### config.mk
export PLATFORM = sky130hd
export DESIGN_NAME = gpvs_ctrl
export DESIGN_NICKNAME = d
export VERILOG_FILES = /design/src/rtl/gpvs_pkg.sv /design/src/rtl/gpvs_ctrl.sv
export SDC_FILE = /design/constraint.sdc
export NUM_CORES = 1
export LEC_CHECK = 0
export BUFFER_PORTS_ARGS = -buffer_cell sky130_fd_sc_hd__buf_2
export CAP_MARGIN = 10
export CORE_UTILIZATION = 47
export CTS_CLUSTER_SIZE = 25
export DETAILED_ROUTE_END_ITERATION = 8
export GPL_TIMING_DRIVEN = 1
export PLACE_DENSITY = 0.76
export SYNTH_ARGS = -nofsm -noshare
export SYNTH_HDL_FRONTEND = slang
export SYNTH_SLANG_ARGS = --single-unit
### constraint.sdc
create_clock -name aclk -period 1.7 [get_ports aclk]
set_input_delay 0 -clock aclk [delete_from_list [all_inputs] [get_ports aclk]]
set_output_delay 0 -clock aclk [all_outputs]
set_load 0.01 [all_outputs]
### src/rtl/gpvs_pkg.sv
package gpvs_pkg;

    localparam int MAX_SAMPLES = 1048576;
    localparam int CNT_W = 21;
    localparam int SUM_W = 29;
    localparam int DOS_W = 30;
    localparam int NUM_W = 41;
    localparam int T_W = 30;
    localparam int OPD_W = 64;
    localparam int PRD_W = 2 * OPD_W;
    localparam int MUL_DIG = 16;
    localparam int MUL_STEPS = OPD_W / MUL_DIG;
    localparam int DIV_W = 112;
    localparam int DIVL_W = 64;
    localparam int DIVK_W = 7;
    localparam int OBS_W = 62;
    localparam int AD_W = 63;
    localparam int SQ_W = 126;
    localparam int STEP_W = 5;
    localparam logic [STEP_W-1:0] CHI_BASE = 5'd9;
    localparam logic [STEP_W-1:0] LAST_STEP = 5'd20;
    localparam logic [7:0] MISSING_MASK = 8'h80;

    typedef enum logic [3:0] {
        OP_DEN,
        OP_NUMA,
        OP_INFO,
        OP_FREQ,
        OP_OAA,
        OP_OAB,
        OP_OBB,
        OP_EE,
        OP_TT,
        OP_DIFF,
        OP_SQ,
        OP_DD,
        OP_CHI
    } op_t;

    typedef struct packed {
        logic       accum;
        logic       prep;
        logic       start;
        op_t        op;
        logic [1:0] term;
        logic       load;
    } dp_cmd_t;

    typedef struct packed {
        logic degen;
        logic done;
    } dp_stat_t;

    function automatic op_t prog_op(input logic [STEP_W-1:0] step);
        logic [STEP_W-1:0] rel;
        op_t op;
        rel = step - CHI_BASE;
        op = OP_DEN;
        if (step < CHI_BASE) begin
            unique case (step[3:0])
                4'd0: op = OP_DEN;
                4'd1: op = OP_NUMA;
                4'd2: op = OP_INFO;
                4'd3: op = OP_FREQ;
                4'd4: op = OP_OAA;
                4'd5: op = OP_OAB;
                4'd6: op = OP_OBB;
                4'd7: op = OP_EE;
                4'd8: op = OP_TT;
                default: op = OP_DEN;
            endcase
        end else begin
            unique case (rel[1:0])
                2'd0: op = OP_DIFF;
                2'd1: op = OP_SQ;
                2'd2: op = OP_DD;
                2'd3: op = OP_CHI;
                default: op = OP_DIFF;
            endcase
        end
        return op;
    endfunction

    function automatic logic [1:0] prog_term(input logic [STEP_W-1:0] step);
        logic [STEP_W-1:0] rel;
        rel = step - CHI_BASE;
        return (step < CHI_BASE) ? 2'd0 : rel[3:2];
    endfunction

endpackage

### src/rtl/gpvs_ctrl.sv
module gpvs_ctrl (
    input  logic                aclk,
    input  logic                aresetn,
    input  logic                s_tvalid,
    input  logic                s_tlast,
    output logic                s_tready,
    output logic                m_tvalid,
    input  logic                m_tready,
    input  gpvs_pkg::dp_stat_t  stat,
    output gpvs_pkg::dp_cmd_t   cmd
);
    import gpvs_pkg::*;

    typedef enum logic [2:0] {
        S_ACC,
        S_PREP,
        S_CHECK,
        S_ISSUE,
        S_WAIT,
        S_HOLD
    } state_t;

    state_t            state_reg;
    logic [STEP_W-1:0] step_reg;
    logic              m_tvalid_reg;
    logic              out_free;

    assign out_free = !m_tvalid_reg || m_tready;
    assign s_tready = (state_reg == S_ACC);

    always_comb begin
        cmd.accum = s_tvalid && (state_reg == S_ACC);
        cmd.prep  = (state_reg == S_PREP);
        cmd.start = (state_reg == S_ISSUE);
        cmd.op    = prog_op(step_reg);
        cmd.term  = prog_term(step_reg);
        cmd.load  = (state_reg == S_HOLD) && out_free;
    end

    always_ff @(posedge aclk) begin
        if (!aresetn) begin
            state_reg    <= S_ACC;
            step_reg     <= '0;
            m_tvalid_reg <= 1'b0;
        end else begin
            if (cmd.load) begin
                m_tvalid_reg <= 1'b1;
            end else if (m_tready) begin
                m_tvalid_reg <= 1'b0;
            end
            unique case (state_reg)
                S_ACC: begin
                    if (s_tvalid && s_tlast) begin
                        state_reg <= S_PREP;
                    end
                end
                S_PREP: begin
                    state_reg <= S_CHECK;
                end
                S_CHECK: begin
                    step_reg <= '0;
                    state_reg <= stat.degen ? S_HOLD : S_ISSUE;
                end
                S_ISSUE: begin
                    state_reg <= S_WAIT;
                end
                S_WAIT: begin
                    if (stat.done) begin
                        if (step_reg == LAST_STEP) begin
                            state_reg <= S_HOLD;
                        end else begin
                            step_reg  <= step_reg + STEP_W'(1);
                            state_reg <= S_ISSUE;
                        end
                    end
                end
                S_HOLD: begin
                    if (out_free) begin
                        state_reg <= S_ACC;
                    end
                end
                default: begin
                    state_reg <= S_ACC;
                end
            endcase
        end
    end

    assign m_tvalid = m_tvalid_reg;

endmodule

Word level (Yosys, flattened, before mapping)
Memory sizes are Yosys's and may differ from the RTL's. A register that Yosys moved wholly into a read port is not among the register bits.
Index checks and enable logic that the tools add are counted.
{"block": "totals", "in_bits": 7, "romBits": 64, "mem_count": 1, "reg_bits": 9, "elab_cells": 47}
{"memory": "(name not given)", "depth": 16, "word_bits": 4, "read_ports": 1, "rd_ports_with_merged_regs": 1, "write_ports": 0, "line": "gpvs_pkg.sv:60", "rtl": "unique case (step[3:0])"}
{"block": "op_classes", "eq_ne": 13, "n_mux": 16, "magnitude_cmp": 1, "n_addsub": 2, "n_reduce_logical": 11}
{"operator": "$pmux W3 S6", "count": 1}
{"operator": "$pmux W4 S4", "count": 1}
{"operator": "$mux W3", "count": 5}
{"operator": "$mux W4", "count": 3}
{"operator": "$mux W5", "count": 2}
{"operator": "$pmux W5 S2", "count": 1}
{"operator": "$eq A3 B2 Y1 const B", "count": 2}
{"operator": "$eq A3 B3 Y1 const B", "count": 2}
{"operator": "$ne A2 B2 Y1 const B", "count": 3}
{"operator": "$reduce_and A3 Y1", "count": 2}
{"operator": "$add A5 B1 Y5 const B", "count": 1}
{"operator": "$eq A5 B5 Y1 const B", "count": 1}
{"operator": "$lt A5 B4 Y1 const B", "count": 1}
{"operator": "$eq A2 B2 Y1 const B", "count": 2}
{"operator": "$reduce_bool A2 Y1", "count": 2}
{"operator": "$sub A4 B4 Y4 const B", "count": 1}
{"operator": "$eq A3 B1 Y1 const B", "count": 1}
{"operator": "$logic_and A1 B1 Y1", "count": 3}
{"operator": "$logic_not A3 Y1", "count": 1}
{"operator": "$eq A2 B1 Y1 const B", "count": 1}
{"operator": "$logic_not A2 Y1", "count": 1}
{"operator": "$mux W1", "count": 2}
{"operator": "$mux W2", "count": 1}
{"operator": "$ne A2 B1 Y1 const B", "count": 1}
{"operator": "2 further kinds", "count": 2}

Logic depth before layout (Yosys ltp)
{"block": "logic_depth", "ltp_word": 6, "depth_mapped": 7, "depth_no_buf": 6}

Worst setup path before layout
OpenSTA, ideal clock, no wires.
{"block": "synth_path", "kind": "register to register", "start": "register step_reg[0]", "end": "register step_reg[0]", "setup_slack_ns": -0.031, "required_ns": 1.585, "t_arrival_ns": 1.616, "setup_time_ns": 0.115, "stages_incl_launch_ff": 8, "path_cell_list": "dfxtp_1 clkbuf_1 inv_1 ha_1 nand4b_4 a32o_1 a221o_1 and2_1"}
{"block": "synth_via", "elab_chain_len": 4, "elab_cells_between_ends": 7, "cone_classes": "1 x add/sub; 2 x eq/ne; 3 x mux; 1 x reduce/logical"}
{"element": "from (decl)", "line": "gpvs_ctrl.sv:24", "rtl": "logic [STEP_W-1:0] step_reg;"}
{"element": "from (signal assigned)", "line": "gpvs_ctrl.sv:72", "rtl": "step_reg <= step_reg + STEP_W'(1);"}
{"element": "$add A5 B1 Y5", "line": "gpvs_ctrl.sv:72"}
{"element": "$mux W5", "line": "gpvs_ctrl.sv:69", "rtl": "if (step_reg == LAST_STEP) begin"}
{"element": "$mux W5", "line": "gpvs_ctrl.sv:68", "rtl": "if (stat.done) begin"}
{"element": "$pmux W5 S2", "line": "gpvs_ctrl.sv:51", "rtl": "unique case (state_reg)"}
Several ways; a longest one is shown, not always the timed one. The select of a mux whose other input is x is not followed.
A chain may end at the register's enable or synchronous reset.

==> metrics.cfg <==
[synth]
synth.cell_area_um2=849.6
synthDominantAreaCellType=dfxtp_1
post_synth_inst_count=101
synth_seq_area_share_pct=30.63
synth.yosys.warnings=0
async_flop_share_pct=0
ys_top_cells_by_area=dfxtp_1 31%, nor2b_1 5.9%, and2_1 4.4%
postSynth.topFlopCell=dfxtp_1
synth_fp_nets=111
synth_edf_count=0
flip_flop_and_latch_count_after_synthesis=13
synth_top_cell_area_share_pct=30.63
post_synth.cell_area_avg_um2=8.412
ys_types=41

[setup_path]
cp.arrival_ns=1.73
kind_of_start_point_of_the_critical_path=register
worstPathCellList=buf_6 > or3_4 > a21oi_4 > mux2_4 > buf_6
worst_path_most_repeated_cell=buf_6
required_ns=1.70
worst_path_buffer_plus_inverter_count=2
critical-path-slowest-cell=or3_4
critical_path.max_fanout=2
critical-path-max-stage-delay_ns=0.38
criticalPathCategory=register to output port
critical_path.endpoint_type=output port
crit_path_leading_delay_family=simple AND/OR/NAND/NOR gates

[finish]
mostFrequentLayoutCell=buf_2
layout-drive-gt1-share_pct=39.85
layout.nets=144
util_after_layout_pct=72.14
area_growth_pct=35.35
fillCellCount=119
most-common-layout-cells=17 x buf_2, 12 x buf_4, 11 x dfxtp_1
n_antenna_cell=0
final-instance-count-excl-fill=157

[floorplan]
die_h_um=44.52
chipWidth_um=44.52
pin_count=19
placeableCoreArea_mm2=0.001594
floorplan.initialDensity_pct=53.30
fp.dieArea_mm2=0.001982
fp-row-count=14

[global_routing]
largest_net_degree_at_the_start_of_global_routing=11
track_usage_pct=25.32
grt_pass1_wl_um=3532
met1_usage_pct=33.91
groute.layer.met2.usage_pct=37.65
grt_pass1_vias=739
grt_busiest_layer=met2
number_of_antenna_violations_at_the_first_check_in_global_routing=0
overflow=0
global_route.usage.met3_pct=8.980

[worst_hold_path]
path_class_of_the_lowest_slack_min_delay_path=input pin to register

[pwr]
power-per-cell-area_mw_per_mm2=499.5
power.switching_mw=0.1507
cellLeakagePower_nw=0.5874
power.switching_fraction_pct=26.23
seqPwrFrac_pct=54.3
power.ir.vdd_worst_mv=0.4284
combPwrFrac_pct=10.5
intPower_mw=0.4237
power_frac_clock_pct=35.3

[place]
place.detailed.instances=147
io_buffers=18
routability_congestion_estimate=0.8366
detailedPlacementHpwl_um=1444
setup_slack_after_placement_ns=0.04499

[sta]
setup_slack_ns=-0.02875
rsz_0062_raised_after_global_routing=true
worst-slew-pin-transition_ns=0.3762
timing.fmax_mhz=578.5
layout_min_cycle_time_ns=1.729
layout_skew_ns=0.005890
finalHoldViolCount=0
finalCritPeriodShare_pct=101.7
setup_violations=2
timing.hold.ws_ns=0.02715
report.final.slew_viol_count=0
worst_slew_margin_rel_pct=74.87

[routing]
drc=0
drt_iter0_drc=22
route.vias.total=855
vias_per_cell=5.446
drt_pass1_iterations=4
drt-total-wl_um=2224
postRouteAntennaNets=0
wire_per_inst_um=14.17

[clock_network]
tritoncts=built
clkSinkCount=13
clk_pin_slew_ns=0.09
htree_levels=1
cts_max_path_buffers=2
total_cts_buffers=3
cts_hold_buffers=0
clock_insertion_delay_at_the_later_pin_of_the_skew_report_ns=0.29
clock_tree.root_cell=clkbuf_4

[status]
violated_checks=negative setup slack
status=complete, but fails checks

[job]
drv_cap=0

[metrics by stage]
| step | power, mW | setup TNS (ns) | instance area, um^2 |
|---|---|---|---|
| 6_report | 0.5744 | -0.03081 | 1150 |
| 4_1_cts | 0.5733 | 0 | 1111 |
| 3_5_place_dp | 0.3755 | 0 | 1013 |
| 2_1_floorplan | 0.3494 | 0 | 850.8 |
| 5_1_grt | 0.5997 | -0.3360 | 1150 |
| 3_3_place_gp | 0.3747 | 0 | 1013 |
[power by group through the flow]
stage / sequential, mW / combinational (mW) / clock (mW)
after CTS: 0.311 / 0.0585 / 0.203
after global placement: 0.319 / 0.0561 / 0
final: 0.312 / 0.0601 / 0.203
after detailed placement: 0.319 / 0.0570 / 0
after floorplan: 0.316 / 0.0330 / 0
after global routing: 0.312 / 0.0655 / 0.222
[cell type report]
type	count	area, um^2	share of cell area [%]
multi-input cells	79	594.3	51.69
repair buffers	33	220.2	19.15
well taps	24	30.03	2.612
clock inverters	1	5.005	0.4353
inverters	4	15.01	1.306
flip-flops and latches	13	262.8	22.85
clock buffers	3	22.52	1.959
[routing by layer]
| layer | part of all wire (%) | routed length, um |
|---|---|---|
| met2 | 47 | 1043 |
| met1 | 47 | 1039 |
| met5 | 0 | 0 |
| met4 | 1.5 | 34 |
| met3 | 4.8 | 106 |
[final timing paths]
path	to	cells past startpoint	slack (ns)	from
setup / recovery	cmd[5]	5	-0.03	step_reg[0]$_SDFFE_PN0N_
hold reg to reg	step_reg[4]$_SDFFE_PN0N_	2	0.60	step_reg[4]$_SDFFE_PN0N_
hold / removal	state_reg[1]$_SDFFE_PN0P_	2	0.03	aresetn
setup reg to reg	register	6	0.02	step_reg[0]$_SDFFE_PN0N_
[repair_timing]
| item | in CTS | in global routing |
|---|---|---|
| pin swaps | 4 | 0 |
| setup buffers | 4 | 2 |
| setup endpoints to repair | 5 | 10 |
| resized for setup | 8 | 11 |
| endpoints found under the hold margin | 0 | 0 |
[worst register-to-register path, delay by kind of cell, from the launching register on]
| kind | cells | cell delay, ns |
|---|---|---|
| buffers and inverters | 1 | 0.13 |
| adders and majority gates | 1 | 0.20 |
| AOI/OAI and AO/OA | 1 | 0.31 |
| and+or+nand+nor | 3 | 0.61 |
| DFF | 1 | 0.34 |
[cell families after synthesis]
family                   synth area share (%)
AO/OA/AOI/OAI                           20.47
XOR/XNOR                                3.093
adder cells (fa/ha/maj)                 4.419
buffers and inverters                   4.565
flip-flops                              30.63
multiplexers                            2.651
AND/OR/NAND/NOR                         34.17
[synthesized netlist by cell type (all sizes together) (2+ instances only)]
| cell type | instances |
|---|---|
| nor3 | 2 |
| ha | 3 |
| xnor2 | 2 |
| a21oi | 7 |
| nor2b | 8 |
| or3b | 2 |
| mux2 | 2 |
| o21ai | 7 |
| nor2 | 3 |
| nand2 | 7 |
| inv | 4 |
| and2 | 6 |
| dfxtp | 13 |
| or3 | 2 |
| a31oi | 3 |
| buf | 2 |
| nand3 | 3 |
| clkbuf | 3 |
| a21boi | 2 |
| nand2b | 3 |
No activity file was read; power rests on OpenSTA's default activity.
